## src/rtl/core/cwpg_pkg.sv

```systemverilog
// cwpg_pkg: shared types, constants and the raised-cosine weight table builder
// for the circular window pixel generator.
// No dependencies.
package cwpg_pkg;

  localparam int MAX_SIDE   = 4096;
  localparam int FRAC_BITS  = 16;
  localparam int COS_DEPTH  = 1024;

  localparam int SIDE_W     = 13;
  localparam int DIAM_W     = 14;
  localparam int KIND_W     = 3;
  localparam int VALUE_W    = 17;
  localparam int OFS_W      = SIDE_W + 1;
  localparam int SQ_W       = 2 * OFS_W;
  localparam int SQRT_PAIRS = 20;
  localparam int S_EXT_W    = 2 * SQRT_PAIRS;
  localparam int ROOT_STEPS = SQRT_PAIRS + FRAC_BITS;
  localparam int ROOT_W     = 32;
  localparam int REM_W      = ROOT_W + 2;
  localparam int N2_W       = DIAM_W + FRAC_BITS;
  localparam int NUM_W      = 32;
  localparam int DEN_W      = DIAM_W + 7;
  localparam int QUO_W      = VALUE_W;
  localparam int K_W        = $clog2(COS_DEPTH + 1);
  localparam int CFG_IDX_W  = 2;
  localparam int CFG_DATA_W = DIAM_W;

  localparam logic [CFG_IDX_W-1:0] CFG_IMAGE_WIDTH  = 2'd0;
  localparam logic [CFG_IDX_W-1:0] CFG_IMAGE_HEIGHT = 2'd1;
  localparam logic [CFG_IDX_W-1:0] CFG_DIAMETER     = 2'd2;
  localparam logic [CFG_IDX_W-1:0] CFG_WINDOW_KIND  = 2'd3;

  localparam logic [KIND_W-1:0] KIND_RECT     = 3'd0;
  localparam logic [KIND_W-1:0] KIND_BARTLETT = 3'd1;
  localparam logic [KIND_W-1:0] KIND_HAMMING  = 3'd2;
  localparam logic [KIND_W-1:0] KIND_HANN     = 3'd3;
  localparam logic [KIND_W-1:0] KIND_TRIANGLE = 3'd4;

  localparam logic [SIDE_W-1:0]  SIDE_MAX  = SIDE_W'(MAX_SIDE);
  localparam logic [VALUE_W-1:0] VALUE_ONE = VALUE_W'(65536);

  localparam longint unsigned Q30_ONE = 64'd1073741824;
  localparam longint unsigned PI_Q30  = 64'd3373259426;
  localparam longint unsigned WT_DEN  = 64'd100 * Q30_ONE;

  // taylor step divisors (2j)(2j-1)
  localparam longint unsigned TAYLOR_DEN [1:7] = '{64'd2, 64'd12, 64'd30, 64'd56,
                                                   64'd90, 64'd132, 64'd182};

  typedef struct packed {
    logic [SIDE_W-1:0] image_width;
    logic [SIDE_W-1:0] image_height;
    logic [DIAM_W-1:0] diameter;
    logic [KIND_W-1:0] window_kind;
  } cfg_t;

  typedef struct packed {
    logic [SIDE_W-1:0] col;
    logic [SIDE_W-1:0] row;
  } pixel_t;

  typedef struct packed {
    logic [VALUE_W-1:0] window_value;
    logic               inside_res;
    logic               bad_kind;
  } weight_t;

  typedef struct packed {
    logic [OFS_W-1:0] dx2;
    logic [OFS_W-1:0] dy2;
    logic             bad;
  } qitem_t;

  typedef logic [VALUE_W-1:0] wtab_t [0:COS_DEPTH];

  // weight per table index: hann selects 0.5/0.5, otherwise 0.54/0.46
  function automatic wtab_t build_tab(input logic hann);
    wtab_t tab;
    longint unsigned k, x, x2, t, p, v, d, base, weight, q;
    logic neg;
    int i, j;
    base   = hann ? 64'd50 : 64'd54;
    weight = hann ? 64'd50 : 64'd46;
    for (i = 0; i <= COS_DEPTH; i++) begin
      k   = longint'(i);
      neg = 1'b0;
      if (2 * k > COS_DEPTH) begin
        k   = COS_DEPTH - k;
        neg = 1'b1;
      end
      x  = (k * PI_Q30 + COS_DEPTH / 2) / COS_DEPTH;
      x2 = (x * x + (Q30_ONE / 2)) >> 30;
      t  = Q30_ONE;
      for (j = 7; j >= 1; j--) begin
        p = ((x2 * t) >> 30) / TAYLOR_DEN[j];
        t = (p >= Q30_ONE) ? 64'd0 : Q30_ONE - p;
      end
      v = base * Q30_ONE;
      d = weight * t;
      if (neg) begin
        v = v + d;
      end else begin
        v = (v > d) ? v - d : 64'd0;
      end
      q = (v * 64'd65536 + WT_DEN / 2) / WT_DEN;
      if (q > 64'd65536) begin
        q = 64'd65536;
      end
      tab[i] = VALUE_W'(q);
    end
    return tab;
  endfunction

endpackage

```

## src/rtl/core/cwpg_queue.sv

```systemverilog
// cwpg_queue: small first-in first-out queue between front and back.
// Depends on cwpg_pkg.
module cwpg_queue #(
  parameter int DEPTH = 4
) (
  input  logic             clk,
  input  logic             rst,
  input  logic             push,
  input  cwpg_pkg::qitem_t push_item,
  output logic             full,
  input  logic             pop,
  output logic             pop_valid,
  output cwpg_pkg::qitem_t pop_item
);
  import cwpg_pkg::*;

  localparam int CNT_W = $clog2(DEPTH + 1);
  localparam int PTR_W = $clog2(DEPTH);

  qitem_t             mem [0:DEPTH-1];
  logic [PTR_W-1:0]   wr_ptr;
  logic [PTR_W-1:0]   rd_ptr;
  logic [CNT_W-1:0]   count;
  logic               do_pop;

  function automatic logic [PTR_W-1:0] next_ptr(input logic [PTR_W-1:0] p);
    return (p == PTR_W'(DEPTH - 1)) ? '0 : p + PTR_W'(1);
  endfunction

  assign full      = (count == CNT_W'(DEPTH));
  assign pop_valid = (count != '0);
  assign do_pop    = pop && pop_valid;
  assign pop_item  = mem[rd_ptr];

  always_ff @(posedge clk) begin
    if (rst) begin
      wr_ptr <= '0;
      rd_ptr <= '0;
      count  <= '0;
    end else begin
      if (push) begin
        wr_ptr <= next_ptr(wr_ptr);
      end
      if (do_pop) begin
        rd_ptr <= next_ptr(rd_ptr);
      end
      case ({push, do_pop})
        2'b10:   count <= count + CNT_W'(1);
        2'b01:   count <= count - CNT_W'(1);
        default: count <= count;
      endcase
    end
  end

  always_ff @(posedge clk) begin
    if (push) begin
      mem[wr_ptr] <= push_item;
    end
  end

endmodule

```

## config.mk

```make
export PLATFORM = sky130hd
export DESIGN_NAME = cwpg_queue
export DESIGN_NICKNAME = d
export VERILOG_FILES = /design/src/rtl/core/cwpg_pkg.sv /design/src/rtl/core/cwpg_queue.sv
export SDC_FILE = /design/constraint.sdc
export NUM_CORES = 1
export LEC_CHECK = 0
export BUFFER_PORTS_ARGS = -buffer_cell sky130_fd_sc_hd__buf_4
export CAP_MARGIN = 15
export CORE_MARGIN = 2
export CORE_UTILIZATION = 50
export CTS_CLUSTER_SIZE = 40
export DETAILED_ROUTE_END_ITERATION = 6
export HOLD_SLACK_MARGIN = 0.15
export PLACE_DENSITY = 0.71
export RECOVER_POWER = 50
export SLEW_MARGIN = 0
export SYNTH_ARGS = -nofsm -noshare
export SYNTH_HDL_FRONTEND = slang
export SYNTH_SLANG_ARGS = --single-unit
```

## constraint.sdc

```tcl
create_clock -name clk -period 2.8 [get_ports clk]
set_clock_uncertainty 0.15 [all_clocks]
set_input_delay 0.42 -clock clk [delete_from_list [all_inputs] [get_ports clk]]
set_output_delay 0.42 -clock clk [all_outputs]
set_load 0.005 [all_outputs]
```

==> summary.md <==
| Metric | Value |
|---|---|
| Unrepaired setup endpoints after global routing | `no` |
| Leak Pwr | `2.06 nW` |
| Total of max-cap violations | `0` |
| Post-CTS Setup Bufs | `0` |
| Syn-to-layout area delta | `29.8%` |
| Total vias in the final route | `~2,300` |
| Final Hold Fails | `0` |
| Post-DR vias/cell | `5.35` |
| Synthesized flop and latch total | `125` |
| Remaining antenna violation count | `0` |
| Crit path DAT | `2000 ps` |
| CTS root buf | `clkbuf_8` |
| Seq/Total Area, Yosys | `78.8%` |
| Worst vdd ir | `approximately 0.54 mV` |
| H-tree levels | `4` |
| Detailed placement HPWL | `4430 um` |
| Worst path slowest cell | `mux4_2` |
| GRT Util Overall | `17.4%` |
| Setup TNS | `0 ps` |
| Die W | `~100 um` |
| Inserted Clock Buffers | `17` |
| Critical path fanouts, max | `22` |
| Worst Hold Class | `flop to flop` |
| Core Footprint | `9110 um2` |
| Drt wl/cell | `18.4 um` |
| # IOs | `64` |
| Share of layout cells above drive strength 1 | `29.6%` |
| Syn Nets | `240` |
| Kind of critical path | `flop to output pin` |
| Outcome | `complete, no violations` |
| Post-DP Area | `5240 um2` |
| Die H | `100 um` |
| Max Slew Vio Count | `0` |
| Pwr dens | `864 nW/um2` |
| Clk_lat worst skew | `~510 ps` |
| Clock transition at path regs | `60 ps` |
| Post-Syn Area | `4650 um2` |
| Count of cell types in the netlist | `23` |
| Fraction of the cycle the final worst path needs | `91.8%` |
| RD Place Congestion | `0.672` |
| Worst EP required | `~2200 ps` |
| R2R depth | `8` |
| Warnings, synthesis | `0` |
| Startpoint types | `flop` |
| Initial antenna violation count | `0` |
| N_diodes | `0` |
| Detailed Route Iter0 Violations | `around 140` |
| Peak per-stage delay on the critical path | `560 ps` |
| Final Net Count | `around 350` |
| Largest net degree at the start of global routing | `30` |
| Clock Sink Count | `about 130` |
| Final setup fails | `0` |
| WL final | `between 7000 and 8000 um` |
| Worst-margin pin slew | `800 ps` |
| CTS tree | `done` |
| First-pass GRT wire length | `12,500 um` |
| DRC errors left | `0` |
| Critical-path cell list | `buf_12 -> mux4_2 -> buf_4` |
| Number of global-route vias before repair | `between 2,000 and 2,500` |
| Count of input and output buffers | `63` |
| Gr ovfl total | `0` |
| RR Startpoint | `count[0]$_SDFFE_PP0P_` |
| Fin area | `6030 um2` |
| CP Capture Type | `output pin` |
| Hold Buf Count CTS | `32` |
| Avg Inst Size Synth | `23.2 um2` |
| Post-cts sizing count | `0` |
| Clock Path Buffers | `2` |
| Cell row count | `35` |
| Syn Inst Count | `200` |
| Pre-Repair DR Iteration Count | `4` |
| Starting Density | `51.0%` |
| Die area | `10,100 um2` |
| Max-slew headroom | `a little under half` |
| Hold path start | `rd_ptr[0]$_SDFFE_PP0N_` |
| Total power draw | `0.00521 W` |
| Final worst path period need | `2570 ps` |
| Peak Freq | `389 MHz` |
| Hold depth | `2` |
| Core occupancy in the finished layout | `66.3%` |
==> synthesized netlist by cell type, drive strengths merged <==
cell	n	area [um2]
clkbuf	1	3.75
fa	1	20.0
inv	7	26.3
ha	6	75.1
and2	4	25.0
nand2	1	3.75
o31ai	1	7.51
edfxtp	116	3480
dfxtp	9	180
mux2i	2	20.0
buf	5	48.8
or3	3	18.8
nor3b	1	7.51
and3	1	6.26
xor2	2	17.5
mux4	29	657
nor2	6	22.5
o21ai	1	5.00
a21oi	4	20.0
==> registers in the layout, indices dropped and copies added, names as in the netlist, named ones only <==
register / cells
mem: 116
rd_ptr: 2
wr_ptr: 2
count: 3
==> layout by cell type (no fill, tap or decap), drive strengths merged <==
master	count
edfxtp	116
xor2	2
or3	3
a21oi	4
clkbuf	48
dfxtp	9
dlygate4sd3	32
o31ai	1
nand2	1
and2	4
mux2i	2
fa	1
clkinvlp	2
inv	7
clkinv	7
and3	1
nor3b	1
bufinv	4
buf	34
nor2	6
ha	6
mux4	29
o21ai	1
==> routing by layer <==
layer  track usage [%]  part of all wire, %
met1              22.6                   42
met2              27.1                   51
met3              6.89                  5.6
met4              6.22                  1.1
met5                 0                    0
==> critical path, delay by kind of cell, from the launching register on <==
kind,cells,cell delay [ps]
buf+inv,2,420
mux,1,560
flops,1,510
==> stage by stage <==
step                worst slack, ps  std cells  hold slack (ps)
detailed placement              678        369              325
floorplan                       859        200              306
finish                          229        432              353
CTS                             166        432              350
global placement                724        369              330
global route                    112        432              387
==> power by group <==
group / switching [W] / internal, W / total (W)
registers: 0.0000858 / 0.00215 / 0.00224
logic: 0.000321 / 0.000493 / 0.000815
clock network: 0.000735 / 0.00143 / 0.00216
==> cell type report <==
cell class,instances,area (um2)
inverter,7,26.3
multi-input combinational,62,911
clock buffer,18,418
tap,111,139
timing repair buffer,96,701
fill,631,3070
clock inverter,13,174
sequential,125,3670
==> kinds of logic after synthesis <==
kind of cell,Yosys count,synth area share (%)
AND/OR/NAND/NOR,16,1.80
XOR/XNOR,2,0.377
AO/OA/AOI/OAI,6,0.700
buffers and inverters,13,1.70
flip-flops,125,78.8
multiplexers,31,14.6
adder cells (fa/ha/maj),7,2.05
==> worst paths after layout <==
check / end / slack [ps]
hold reg to reg: flop / 350
hold / removal: flop / 350
setup / recovery: pop_item[9] / 230
setup reg to reg: count[2]$_SDFFE_PP0P_ / 710
(Power assumes the default switching activity.)
