## src/rtl/core/cwpg_pkg.sv

```systemverilog
// cwpg_pkg: shared types, constants and the raised-cosine weight table builder
// for the circular window pixel generator.
// No dependencies.
package cwpg_pkg;

  localparam int MAX_SIDE   = 4096;
  localparam int FRAC_BITS  = 16;
  localparam int COS_DEPTH  = 1024;

  localparam int SIDE_W     = 13;
  localparam int DIAM_W     = 14;
  localparam int KIND_W     = 3;
  localparam int VALUE_W    = 17;
  localparam int OFS_W      = SIDE_W + 1;
  localparam int SQ_W       = 2 * OFS_W;
  localparam int SQRT_PAIRS = 20;
  localparam int S_EXT_W    = 2 * SQRT_PAIRS;
  localparam int ROOT_STEPS = SQRT_PAIRS + FRAC_BITS;
  localparam int ROOT_W     = 32;
  localparam int REM_W      = ROOT_W + 2;
  localparam int N2_W       = DIAM_W + FRAC_BITS;
  localparam int NUM_W      = 32;
  localparam int DEN_W      = DIAM_W + 7;
  localparam int QUO_W      = VALUE_W;
  localparam int K_W        = $clog2(COS_DEPTH + 1);
  localparam int CFG_IDX_W  = 2;
  localparam int CFG_DATA_W = DIAM_W;

  localparam logic [CFG_IDX_W-1:0] CFG_IMAGE_WIDTH  = 2'd0;
  localparam logic [CFG_IDX_W-1:0] CFG_IMAGE_HEIGHT = 2'd1;
  localparam logic [CFG_IDX_W-1:0] CFG_DIAMETER     = 2'd2;
  localparam logic [CFG_IDX_W-1:0] CFG_WINDOW_KIND  = 2'd3;

  localparam logic [KIND_W-1:0] KIND_RECT     = 3'd0;
  localparam logic [KIND_W-1:0] KIND_BARTLETT = 3'd1;
  localparam logic [KIND_W-1:0] KIND_HAMMING  = 3'd2;
  localparam logic [KIND_W-1:0] KIND_HANN     = 3'd3;
  localparam logic [KIND_W-1:0] KIND_TRIANGLE = 3'd4;

  localparam logic [SIDE_W-1:0]  SIDE_MAX  = SIDE_W'(MAX_SIDE);
  localparam logic [VALUE_W-1:0] VALUE_ONE = VALUE_W'(65536);

  localparam longint unsigned Q30_ONE = 64'd1073741824;
  localparam longint unsigned PI_Q30  = 64'd3373259426;
  localparam longint unsigned WT_DEN  = 64'd100 * Q30_ONE;

  // taylor step divisors (2j)(2j-1)
  localparam longint unsigned TAYLOR_DEN [1:7] = '{64'd2, 64'd12, 64'd30, 64'd56,
                                                   64'd90, 64'd132, 64'd182};

  typedef struct packed {
    logic [SIDE_W-1:0] image_width;
    logic [SIDE_W-1:0] image_height;
    logic [DIAM_W-1:0] diameter;
    logic [KIND_W-1:0] window_kind;
  } cfg_t;

  typedef struct packed {
    logic [SIDE_W-1:0] col;
    logic [SIDE_W-1:0] row;
  } pixel_t;

  typedef struct packed {
    logic [VALUE_W-1:0] window_value;
    logic               inside_res;
    logic               bad_kind;
  } weight_t;

  typedef struct packed {
    logic [OFS_W-1:0] dx2;
    logic [OFS_W-1:0] dy2;
    logic             bad;
  } qitem_t;

  typedef logic [VALUE_W-1:0] wtab_t [0:COS_DEPTH];

  // weight per table index: hann selects 0.5/0.5, otherwise 0.54/0.46
  function automatic wtab_t build_tab(input logic hann);
    wtab_t tab;
    longint unsigned k, x, x2, t, p, v, d, base, weight, q;
    logic neg;
    int i, j;
    base   = hann ? 64'd50 : 64'd54;
    weight = hann ? 64'd50 : 64'd46;
    for (i = 0; i <= COS_DEPTH; i++) begin
      k   = longint'(i);
      neg = 1'b0;
      if (2 * k > COS_DEPTH) begin
        k   = COS_DEPTH - k;
        neg = 1'b1;
      end
      x  = (k * PI_Q30 + COS_DEPTH / 2) / COS_DEPTH;
      x2 = (x * x + (Q30_ONE / 2)) >> 30;
      t  = Q30_ONE;
      for (j = 7; j >= 1; j--) begin
        p = ((x2 * t) >> 30) / TAYLOR_DEN[j];
        t = (p >= Q30_ONE) ? 64'd0 : Q30_ONE - p;
      end
      v = base * Q30_ONE;
      d = weight * t;
      if (neg) begin
        v = v + d;
      end else begin
        v = (v > d) ? v - d : 64'd0;
      end
      q = (v * 64'd65536 + WT_DEN / 2) / WT_DEN;
      if (q > 64'd65536) begin
        q = 64'd65536;
      end
      tab[i] = VALUE_W'(q);
    end
    return tab;
  endfunction

endpackage

```

## src/rtl/core/cwpg_front.sv

```systemverilog
// cwpg_front: accepts pixels, saturates coordinates and forms the doubled
// offsets from the image center plus the window kind check.
// Depends on cwpg_pkg.
module cwpg_front (
  input  cwpg_pkg::cfg_t   cfg,
  input  logic             pixel_valid,
  input  cwpg_pkg::pixel_t pixel,
  output logic             pixel_ready,
  input  logic             q_full,
  output logic             push,
  output cwpg_pkg::qitem_t push_item
);
  import cwpg_pkg::*;

  function automatic logic [SIDE_W-1:0] sat_side(input logic [SIDE_W-1:0] v);
    return (v > SIDE_MAX) ? SIDE_MAX : v;
  endfunction

  // |2*pos - (side+1)|
  function automatic logic [OFS_W-1:0] doubled_offset(input logic [SIDE_W-1:0] pos,
                                                      input logic [SIDE_W-1:0] side);
    logic [OFS_W-1:0] a;
    logic [OFS_W-1:0] b;
    a = {pos, 1'b0};
    b = {1'b0, side} + OFS_W'(1);
    return (a >= b) ? a - b : b - a;
  endfunction

  assign pixel_ready = !q_full;
  assign push        = pixel_valid && !q_full;

  always_comb begin
    push_item.dx2 = doubled_offset(sat_side(pixel.col), sat_side(cfg.image_width));
    push_item.dy2 = doubled_offset(sat_side(pixel.row), sat_side(cfg.image_height));
    push_item.bad = cfg.window_kind > KIND_TRIANGLE;
  end

endmodule

```

## config.mk

```make
export PLATFORM = sky130hd
export DESIGN_NAME = cwpg_front
export DESIGN_NICKNAME = d
export VERILOG_FILES = /design/src/rtl/core/cwpg_pkg.sv /design/src/rtl/core/cwpg_front.sv
export SDC_FILE = /design/constraint.sdc
export NUM_CORES = 1
export LEC_CHECK = 0
export BUFFER_PORTS_ARGS = -buffer_cell sky130_fd_sc_hd__buf_4
export CORE_ASPECT_RATIO = 0.6
export CORE_MARGIN = 4
export CORE_UTILIZATION = 55
export DETAILED_ROUTE_END_ITERATION = 6
export PLACE_DENSITY_LB_ADDON = 0.12
export SYNTH_ARGS = -nofsm -noshare
export SYNTH_HDL_FRONTEND = slang
export SYNTH_SLANG_ARGS = --single-unit
export TNS_END_PERCENT = 20
```

## constraint.sdc

```tcl
create_clock -name vclk -period 5.52
set_input_delay 0.828 -clock vclk [all_inputs]
set_output_delay 0.828 -clock vclk [all_outputs]
set_load 0.005 [all_outputs]
```

==> metrics.md <==
| Metric | Value |
|---|---|
| Outcome | completed |
| Slew HR | 49.4% |
| Worst path max stage delay | 0.44 ns |
| Fillers | 533 |
| CP Capture Type | output port |
| Core ar. | 5680 sq um |
| Final HPWL DP | 8.31 mm |
| Worst vdd rail ir drop | 71.1 uV |
| Final Power | 0.523 mW |
| Die Width | 108 microns |
| Worst setup path class | in2out |
| Net Sw Frac | 50.7% |
| CP required | 4.69 ns |
| Crit path DAT | 4.38 ns |
| Syn Area/Cell | 6.79 sq um |
| I/O pin count | 102 |
| Place WS | 0.248 ns |
| RSZ-0062 raised after global routing | false |
| Worst Slack Setup Final | 0.314 ns |
| Critical path peak fanout | 11 |
| Most frequent cells in the layout | buf_4, inv_1, ha_1 |
| Fraction of layout cells with a size suffix above 1 | 19.9% |
| Pre-Repair DR Iteration Count | 5 |
| Initial DRC Count | 286 |
| Routed Antenna Nets | 0 |
| Number of global-route vias before repair | 3102 |
| P_sw | 0.266 mW |
| Die area | 7290 sq um |
| PwrDens | 132 nW/um^2 |
| Final Setup Violations | 0 |
| Clock share of power | 0% |
| Die height | 67.8 microns |
| Sequential share of the synthesized area | 0% |
| Worst Tran Pin Value | 0.751 ns |
| Max-slew violations | 0 |
| Num sequential | 0 |
| Initial core utilization | 57.7% |
| FMAX | 192 MHz |
| Most common cell after layout, fill and taps aside | buf_4 |
| Placed cells | 632 |
| Path type of the worst min-delay path | in2out |
| Seq pwr share | 0% |
| Routability cong. | 0.944 |
| Fin cells | 632 |
| CP dominant cell by count | buf_4 |
| Cell Area, Synth | 3270 sq um |
| Clkbuf count | 0 |
| Synth warn | 0 |
| Vias | 3633 |
| Port bufs | 88 |
| FF+latch area | 0 sq um |
| Initial antenna violation count | 0 |
| Maxcap violations | 0 |
| CP Launch Type | primary input |
| Final Hold Viols | 0 |
| CP top delay family | simple AND/OR/NAND/NOR gates |
| First-pass GRT wire length | 15.0 mm |
| Slowest CP cell | or3_1 |
| WL per Instance | 15.2 microns |
| Synth unique cells | 62 |
| Hold-fix buffers, CTS | 0 |
| Fin nets | 679 |
| Ant diodes | 0 |
| Largest net degree at the start of global routing | 14 |
| Leakage power | 2.06 nW |
| Final wirelength | 9.61 mm |
| Internal power | 0.258 mW |
| DRC Markers | 0 |
| Core Rows | 21 |
| Comb power frac | 100.0% |
| Total congestion overflow | 0 |
| Area delta synth->final | 21.1% |
| Final worst path period share | 94.3% |
| Total negative slack | 0 ns |
| Cells after Synth | 482 |
| Min Clock Period, post-route | 5.21 ns |
| Global router's overall resource usage | 25.1% |
| Vias per inst | 5.75 |
| WP buf/inv | 5 |
| Critical Path, Cell by Cell | buf_4 -> inv_1 -> nand2_1 -> inv_1 -> ha_1 -> nand2_1 -> nor2_1 -> nand3_1 -> xor2_1 -> nor2_1 -> ha_1 -> nand3_1 -> or3_1 -> a211oi_1 -> or4_4 -> buf_4 -> o21ai_1 -> o32a_1 -> xor2_1 -> buf_4 |
## kinds of logic after synthesis
group           Yosys count  synth area share (%)
compound gates          119                  24.4
xor+xnor                 40                  10.7
fa+ha+maj                54                  21.1
buf+inv                  83                  10.5
mux                      21                  6.69
other cells               1                 0.115
simple gates            164                  26.5
## through the flow
stage | utilization [%] | area, sq um | hold WS [ns]
global placement | 69.7 | 3960 | 1.89
detailed placement | 69.7 | 3960 | 1.89
finish | 69.8 | 3960 | 1.89
CTS | 69.7 | 3960 | 1.89
floorplan | - | 3280 | 1.68
global route | 69.8 | 3960 | 1.90
## metal layers
layer | share of wire [%] | global-route usage, % | vias to the layer above
li1 | - | - | 1803
met1 | 52 | 41.2 | 1661
met2 | 39 | 36.1 | 167
met3 | 9.0 | 1.24 | 2
met4 | 0.28 | 1.73 | 0
met5 | 0 | 0 | -
## layout make-up
cell class	instances	area (sq um)	share of cell area, %
inverter	58	218	5.49
multi-input combinational	400	2940	74.2
tap	80	100	2.53
timing repair buffer	94	706	17.8
## timing repair
item	in CTS	in global routing
setup buffers	0	0
gates resized for setup	0	2
endpoints found under the setup margin	0	10
## power groups by stage
stage | clock (mW) | combinational [mW] | sequential, mW
2_1_floorplan | 0 | 0.320 | 0
3_3_place_gp | 0 | 0.502 | 0
3_5_place_dp | 0 | 0.514 | 0
4_1_cts | 0 | 0.516 | 0
5_1_grt | 0 | 0.573 | 0
6_report | 0 | 0.523 | 0
## Yosys cell counts, drive strengths merged, types with 2 or more instances
| library cell | count | area share (%) |
|---|---|---|
| inv | 58 | 6.7 |
| and2 | 4 | 0.80 |
| o211ai | 4 | 1.1 |
| a21o | 17 | 3.9 |
| nor3 | 7 | 1.2 |
| clkbuf | 11 | 1.3 |
| o21a | 6 | 1.4 |
| xor2 | 23 | 6.2 |
| a31o | 2 | 0.54 |
| nor4 | 8 | 1.5 |
| a31oi | 8 | 1.5 |
| fa | 2 | 1.2 |
| a22oi | 3 | 0.69 |
| nor2b | 16 | 3.3 |
| a221oi | 3 | 0.80 |
| nand2b | 26 | 5.0 |
| or3 | 5 | 0.96 |
| nand2 | 30 | 3.4 |
| nor2 | 31 | 3.6 |
| o21ai | 24 | 3.7 |
| ha | 52 | 20 |
| mux2i | 17 | 5.3 |
| o31a | 2 | 0.54 |
| nand3 | 18 | 2.8 |
| a21oi | 31 | 4.7 |
| or2 | 2 | 0.38 |
| mux2 | 4 | 1.4 |
| buf | 14 | 2.6 |
| a211oi | 3 | 0.84 |
| nand4 | 5 | 0.96 |
| o21bai | 3 | 0.69 |
| xnor2 | 17 | 4.5 |
| o22ai | 3 | 0.57 |
| and3 | 6 | 1.1 |
## worst min-delay path, cell delays in order
cell and delay [ns]:
buf_4 0.08, inv_1 0.03, buf_4 0.12
## path summary, 6_finish.rpt
path	start	to	slack (ns)	depth (start not counted)
setup / recovery	cfg[29]	push_item[7]	0.31	20
hold / removal	q_full	pixel_ready	1.89	3
Power figures use the tool's default switching activity.
